==> src/rtl/rpi_pkg.sv <==
package rpi_pkg;

   localparam int QW              = 64;
   localparam int HALF            = QW / 2;
   localparam int PW              = 2 * QW;
   localparam int CURV_WIDTH      = 32;
   localparam int COORD_WIDTH_DEF = 32;
   localparam int NUM_FIELDS      = 6;
   localparam int TIME_WIDTH      = 31;
   localparam int RSP_DATA_W      = 32;
   localparam int FRAC            = 16;
   localparam int SH_K            = 24;
   localparam int SH_HALF_K       = 25;
   localparam int MUL_LAT         = 3;
   localparam int SQRT_STEPS      = 40;
   localparam int SQRT_RAD        = 2 * SQRT_STEPS;
   localparam int SQRT_REM        = SQRT_STEPS + 2;
   localparam int DIV_STEPS       = QW;
   localparam int DIV_LAT         = DIV_STEPS + 2;
   localparam int FRONT_LAT       = 1 + MUL_LAT + 1 + MUL_LAT + 1 + MUL_LAT + 3;
   localparam int BACK_LAT        = 1 + SQRT_STEPS + 2 + DIV_LAT + MUL_LAT + 1 + DIV_LAT + 1;
   localparam int FIFO_DEPTH      = 4;

   typedef logic signed [QW-1:0] q_type;

   localparam q_type Q_MAX = {1'b0, {(QW-1){1'b1}}};
   localparam q_type Q_MIN = {1'b1, {(QW-1){1'b0}}};
   localparam logic [TIME_WIDTH-1:0] TIME_MAX = '1;

   typedef struct packed {
      q_type a;
      q_type b;
      q_type c;
      q_type disc;
   } coef_type;

   typedef struct packed {
      logic full;
      logic empty;
   } qstat_type;

   typedef struct packed {
      logic [SQRT_REM-1:0]   rem;
      logic [SQRT_STEPS-1:0] root;
      logic [SQRT_RAD-1:0]   rad;
   } sqrt_st_type;

   typedef struct packed {
      logic [QW-1:0] rem;
      logic [QW-1:0] quo;
      logic [QW-1:0] dm;
      logic          neg;
      logic          over;
      logic          dz;
   } div_st_type;

   function automatic q_type sat_add(q_type a, q_type b);
      q_type s;
      s = a + b;
      if (a[QW-1] == b[QW-1] && s[QW-1] != a[QW-1]) s = a[QW-1] ? Q_MIN : Q_MAX;
      return s;
   endfunction

   function automatic q_type sat_sub(q_type a, q_type b);
      q_type s;
      s = a - b;
      if (a[QW-1] != b[QW-1] && s[QW-1] != a[QW-1]) s = a[QW-1] ? Q_MIN : Q_MAX;
      return s;
   endfunction

   function automatic q_type sat_neg(q_type a);
      return (a == Q_MIN) ? Q_MAX : -a;
   endfunction

   function automatic logic [QW-1:0] mag(q_type a);
      return a[QW-1] ? QW'(-a) : QW'(a);
   endfunction

   function automatic q_type pack_sat(logic neg, logic over, logic [QW-1:0] m);
      q_type r;
      if (neg) begin
         if (over || m > {1'b1, {(QW-1){1'b0}}}) r = Q_MIN;
         else r = q_type'(~m + 1'b1);
      end else begin
         if (over || m[QW-1]) r = Q_MAX;
         else r = q_type'(m);
      end
      return r;
   endfunction

   // product magnitude shifted right with truncation, then saturated
   function automatic q_type shift_sat(logic neg, logic [PW-1:0] p, int sh);
      logic [PW-1:0] s;
      s = p >> sh;
      return pack_sat(neg, |s[PW-1:QW], s[QW-1:0]);
   endfunction

   function automatic sqrt_st_type sqrt_step(sqrt_st_type s);
      logic [SQRT_REM+1:0] t;
      logic [SQRT_REM+1:0] trial;
      sqrt_st_type r;
      t       = {s.rem, s.rad[SQRT_RAD-1 -: 2]};
      trial   = {2'b00, s.root, 2'b01};
      r.rad   = s.rad << 2;
      if (t >= trial) begin
         r.rem  = SQRT_REM'(t - trial);
         r.root = {s.root[SQRT_STEPS-2:0], 1'b1};
      end else begin
         r.rem  = t[SQRT_REM-1:0];
         r.root = {s.root[SQRT_STEPS-2:0], 1'b0};
      end
      return r;
   endfunction

   function automatic div_st_type div_step(div_st_type s);
      logic [QW:0] t;
      div_st_type r;
      r = s;
      t = {s.rem, s.quo[QW-1]};
      if (t >= {1'b0, s.dm}) begin
         r.rem = QW'(t - {1'b0, s.dm});
         r.quo = {s.quo[QW-2:0], 1'b1};
      end else begin
         r.rem = t[QW-1:0];
         r.quo = {s.quo[QW-2:0], 1'b0};
      end
      return r;
   endfunction

endpackage

==> src/rtl/rpi_fifo.sv <==
module rpi_fifo import rpi_pkg::*; (
   input  logic      clock,
   input  logic      reset,
   input  logic      push,
   input  coef_type  wdata,
   input  logic      pop,
   output coef_type  rdata,
   output qstat_type stat
);

   localparam int AW = $clog2(FIFO_DEPTH);

   coef_type      slot_ff [FIFO_DEPTH];
   logic [AW-1:0] wp_ff, rp_ff;
   logic [AW:0]   cnt_ff;

   always_ff @(posedge clock) begin
      if (reset) begin
         wp_ff  <= '0;
         rp_ff  <= '0;
         cnt_ff <= '0;
      end else begin
         if (push) wp_ff <= wp_ff + 1'b1;
         if (pop) rp_ff <= rp_ff + 1'b1;
         if (push && !pop) cnt_ff <= cnt_ff + 1'b1;
         else if (pop && !push) cnt_ff <= cnt_ff - 1'b1;
      end
   end

   always_ff @(posedge clock) begin
      if (push) slot_ff[wp_ff] <= wdata;
   end

   assign rdata      = slot_ff[rp_ff];
   assign stat.full  = (cnt_ff == (AW+1)'(FIFO_DEPTH));
   assign stat.empty = (cnt_ff == '0);

endmodule

==> config.mk <==
export PLATFORM = sky130hd
export DESIGN_NAME = rpi_fifo
export DESIGN_NICKNAME = d
export VERILOG_FILES = /design/src/rtl/rpi_pkg.sv /design/src/rtl/rpi_fifo.sv
export SDC_FILE = /design/constraint.sdc
export NUM_CORES = 1
export LEC_CHECK = 0
export BUFFER_PORTS_ARGS = -buffer_cell sky130_fd_sc_hd__buf_2
export CAP_MARGIN = 20
export CELL_PAD_IN_SITES_DETAIL_PLACEMENT = 1
export CELL_PAD_IN_SITES_GLOBAL_PLACEMENT = 1
export CORE_UTILIZATION = 40
export DETAILED_ROUTE_END_ITERATION = 10
export PLACE_DENSITY = 0.76
export RECOVER_POWER = 50
export SYNTH_ARGS = -nofsm -noshare
export SYNTH_HDL_FRONTEND = slang
export SYNTH_SLANG_ARGS = --single-unit
export TNS_END_PERCENT = 20
==> constraint.sdc <==
create_clock -name clock -period 9.1 [get_ports clock]
set_input_delay 0.455 -clock clock [delete_from_list [all_inputs] [get_ports clock]]
set_output_delay 0.455 -clock clock [all_outputs]
set_load 0.005 [all_outputs]
Yosys cells after proc, flatten, opt, wreduce, memory -nomap -nowiden:

Memories as Yosys holds them, arrays and structs flattened. A register that Yosys moved wholly into a read port is not among the register bits.
Index checks and enable logic that the tools add are counted.
Widths: inputs -> output; s select.

* add/sub/neg operators: 4
* $mul: 0
* div/mod/pow operators: 0
* $lt $le $gt $ge: 0
* eq/ne operators: 1
* shift-type cells: 0
* multiplexer cells: 6
* bitwise gates (word level): 0
* reduce and logical (&&, ||, !) cells: 6

Operators by type and width (number)
* $mux 3: 2
* $add 2x1->2 const B: 2
* $mux 2: 2
* $add 3x1->3 const B: 1
* $eq 3x3->1 const B: 1
* $logic_not 3->1: 1
* $sub 3x1->3 const B: 1
* $logic_and 1x1->1: 2
* $logic_not 1->1: 2
* $mux 1: 2
* $reduce_bool 2->1: 1

* register bits after elaboration: 7
* latch bits: 0
* RAM bits: 1024
* memory bits (read-only): 0
* bits of input ports: 260
* output and inout bits: 258
* logic and storage cells: 21
* memories kept: 1

Memories
* slot_ff: words 4, width 256, read ports 1, clocked after memory_dff 1, write ports 1, RTL line rpi_fifo.sv:13 `coef_type slot_ff [FIFO_DEPTH];`

Longest topological paths before layout:

* depth in word-level cells: 4
* mapped depth: 7
* gate-level depth less buffers: 7

Worst setup path after synthesis:

No wires, ideal clock.

* path kind: reg2reg
* start point: register wp_ff[0]
* end point: memory slot_ff[0][0] in the netlist's numbering, enable pin
* setup time: 0.648 ns
* data arrival time: 6.345 ns
* required time: 8.452 ns
* slack: 2.107 ns
* stages on the path, launching flop included: 4
* path buffers: 0
* period minus slack after synthesis: 6.993 ns
* cells stage by stage: dfxtp_1 > inv_1 > ha_1 > and2_1

RTL lines
* start, declared: RTL line rpi_fifo.sv:14 `logic [AW-1:0] wp_ff, rp_ff;`
* start signal, assigned: RTL line rpi_fifo.sv:23 `if (push) wp_ff <= wp_ff + 1'b1;`
* end, declared: RTL line rpi_fifo.sv:13

Straight into the memory's write port.

Final worst setup path:

* start point: register wp_ff[0]
* end point: memory slot_ff[3][127] in the netlist's numbering, enable pin

Straight into the memory's write port.

==> out/results.txt <==
Largest net degree at the start of global routing: 129
Total core area: 93,200 um2
Status: finished, violations left
Crit Path Class: flip-flop to flip-flop
Final period util: 66.4%
Worst Reg-to-Reg Cells: 4
Hold EP: wp_ff[0]$_SDFFE_PP0P_
Failing checks: max-capacitance violations, max-slew violations
Port bufs: 517
Ports: 518
Share of layout cells above drive strength 1: 30.2%
Minimum clock period: 6.04 ns
Register area share after synthesis: 82.2%
Top cells by area, synth: edfxtp_1 (82%), mux4_2 (15%), buf_12 (1.2%), dfxtp_1 (0.48%), buf_2 (0.33%)
Clock Latency Late Sink: 0.70 ns
Clock Sinks: 1,033
Max-cap violations: 4
Nets: 2,494
Post-DRT Antenna Nets: 0
GP Congestion: 0.753
Achievable frequency: 165 MHz
CTS clock-pin slew for the worst setup and hold paths: 0.06 ns
Die Area: 95,300 um2
Maximum VDD drop: 0.210 mV
Worst min path class: input pin to flip-flop
HP Start: push
Critical path arrival: 6.35 ns
Syn Std Cell Area: 37,600 um2
Power per Cell Area: 230 nW/um2
Drt pass-1 iters: 5
Worst Hold Depth: 3
TritonCTS Buffers: 105
Setup Fix Bufs, Post-CTS: 0
Worst r2r src: wp_ff[0]$_SDFFE_PP0P_
Post-route setup slack: 3.06 ns
Worst R2R End: slot_ff[3][127]$_DFFE_PP_
DR WL/cell: 24.5 um
Synth Register Bits: 1,033
Number of library cell types mapped by synthesis: 24
CTS HTree Levels: 3
CTS tree: built
Worst setup SP type: flip-flop
GRT Residual Overflow: 0
Worst-path fanout max: 62
Worst-case clock buffer depth: 3
DRT iter0 DRCs: 1,266
Average cell area after synthesis: 27.2 um2
RSZ-0062 raised after global routing: false
Total Wirelength: 87,600 um
Max-slew violations: 192
Root Buffer: clkbuf_16
Post-synth top area share: 81.7%
Setup_tns: 0 ns
Vias in the first global route: 20,000
Die width: 309 um
Clk_skew: 0.0187 ns
Max-Slew Margin vs Limit: -224%
Post-DP HPWL: 50,600 um
Worst Setup End Kind: flip-flop
Hold Vio Cnt, Final: 0
Pin slew with the least headroom to its limit: 4.86 ns
Die height: 309 um
Reg-to-reg slack, setup: 3.06 ns
Dpl ws: 5.10 ns
Vias post-DR: 17,900
Final Setup Violations: 0
Initial antenna violation count: 11
Leak Pwr: 0.0152 uW
Avg Vias per Cell: 5.00
DRC: 0
Starting Density: 40.4%
Synth Warn #: 0
Global-route wire length before repair: 128,000 um
CP Data Required Time: 9.41 ns
Post-Synthesis Cells: 1,381
Total GRT Usage: 18.2%
Area delta synth->final: 24.9%
# rows: 112
Mapped Nets: 1,647
Synth area leader: edfxtp_1
-- Yosys cell counts (all sizes together) --
| cell | n |
|---|---|
| ha | 5 |
| inv | 4 |
| dfxtp | 9 |
| xnor2 | 2 |
| mux4 | 256 |
| o21ai | 1 |
| nor3 | 1 |
| nor3b | 1 |
| nor2 | 7 |
| nand2 | 1 |
| buf | 55 |
| or3 | 1 |
| edfxtp | 1024 |
| clkbuf | 3 |
| and2 | 4 |
| xor2 | 3 |
| fa | 1 |
| a21oi | 1 |
| mux2i | 2 |
-- registers in the layout (all words and copies together), names as in the netlist, named ones only --
signal,count
rp_ff,2
cnt_ff,3
slot_ff,1024
wp_ff,2
-- layout make-up --
cell class	instances	area, um2
fill	8528	46200
clock inverter	62	597
antenna	7	17.5
sequential	1033	30900
inverter	4	15.0
tap	1254	1570
clock buffer	131	2780
multi-input combinational	286	6000
timing repair buffer	798	5060
-- metrics by stage --
step                cell area, um2  utilization [%]  std cells  total power (uW)  hold WS [ns]
finish                       47000             50.4       3575             10800         0.131
global route                 47000             50.4       3575             11100         0.128
CTS                          47300             50.7       3567             10900        0.0471
detailed placement           41300             44.3       3117              6580         0.512
global placement             41300             44.3       3117              6530         0.479
floorplan                    37600                -       1381              6200         0.466
-- critical path, cell delays in order (launching register included) --
cell     delay (ns)
dfxtp_1        0.39
ha_1           0.17
and2_0         3.46
buf_4          0.86
buf_4          0.67
-- layer usage --
layer / share of wire (%) / up-vias / track usage, %
met4: 2.6 / 8 / 6.28
met2: 53 / 587 / 32.3
li1: - / 7724 / -
met1: 37 / 9401 / 21.1
met5: 0.059 / - / 0
met3: 7.4 / 147 / 5.33
-- worst max-delay path by stage --
| stage | cells past startpoint | endpoint | slack [ns] | startpoint |
|---|---|---|---|---|
| 6_report | 4 | slot_ff[3][127]$_DFFE_PP_ | 3.06 | wp_ff[0]$_SDFFE_PP0P_ |
| 5_1_grt | 4 | slot_ff[3][187]$_DFFE_PP_ | 2.52 | wp_ff[1]$_SDFFE_PP0P_ |
| 4_1_cts | 4 | rdata[130] | 4.36 | flip-flop |
| 3_5_place_dp | 4 | rdata[130] | 5.10 | flip-flop |
| 3_3_place_gp | 4 | rdata[53] | 5.17 | flip-flop |
| 2_1_floorplan | 3 | slot_ff[0][0]$_DFFE_PP_ | 2.11 | wp_ff[0]$_SDFFE_PP0P_ |
-- layout by cell type (no fill, tap or decap), types with 2 or more instances in the layout --
| master | netlist | final |
|---|---|---|
| clkinv_8 | 0 | 2 |
| xnor2_1 | 2 | 2 |
| dlygate4sd3_1 | 0 | 257 |
| inv_8 | 0 | 4 |
| and2_0 | 0 | 4 |
| buf_2 | 25 | 261 |
| buf_4 | 1 | 21 |
| dfxtp_4 | 0 | 2 |
| clkinvlp_4 | 0 | 5 |
| diode_2 | 0 | 7 |
| clkbuf_16 | 0 | 106 |
| bufinv_16 | 0 | 7 |
| edfxtp_1 | 1024 | 1024 |
| dfxtp_1 | 9 | 7 |
| buf_12 | 22 | 2 |
| clkinv_1 | 0 | 16 |
| inv_1 | 4 | 4 |
| clkbuf_8 | 0 | 3 |
| mux4_2 | 256 | 256 |
| mux2i_1 | 2 | 2 |
| clkinv_2 | 0 | 21 |
| nor2_1 | 7 | 7 |
| clkinv_4 | 0 | 2 |
| xor2_1 | 3 | 3 |
| inv_16 | 0 | 4 |
| ha_1 | 5 | 5 |
| clkbuf_1 | 3 | 278 |
-- repair_timing --
item                       CTS  global route
gates resized for setup      0             0
hold buffers               257             0
hold endpoints to repair  1028             0
-- cell families after synthesis --
family | after synthesis | synth area share [%]
buffers and inverters | 62 | 1.83
AOI/OAI and AO/OA | 2 | 0.0266
adders and majority gates | 6 | 0.220
DFF | 1033 | 82.2
xor gates and xnor gates | 5 | 0.116
and+or+nand+nor | 15 | 0.196
muxes | 258 | 15.4
-- report_power, final --
part | leakage [uW] | total [uW] | internal (uW) | switching (uW)
Clock | 0.00165 | 4240 | 2390 | 1850
Sequential | 0.00948 | 5550 | 5480 | 70.3
Combinational | 0.00406 | 1010 | 486 | 524
(Power assumes the default switching activity.)
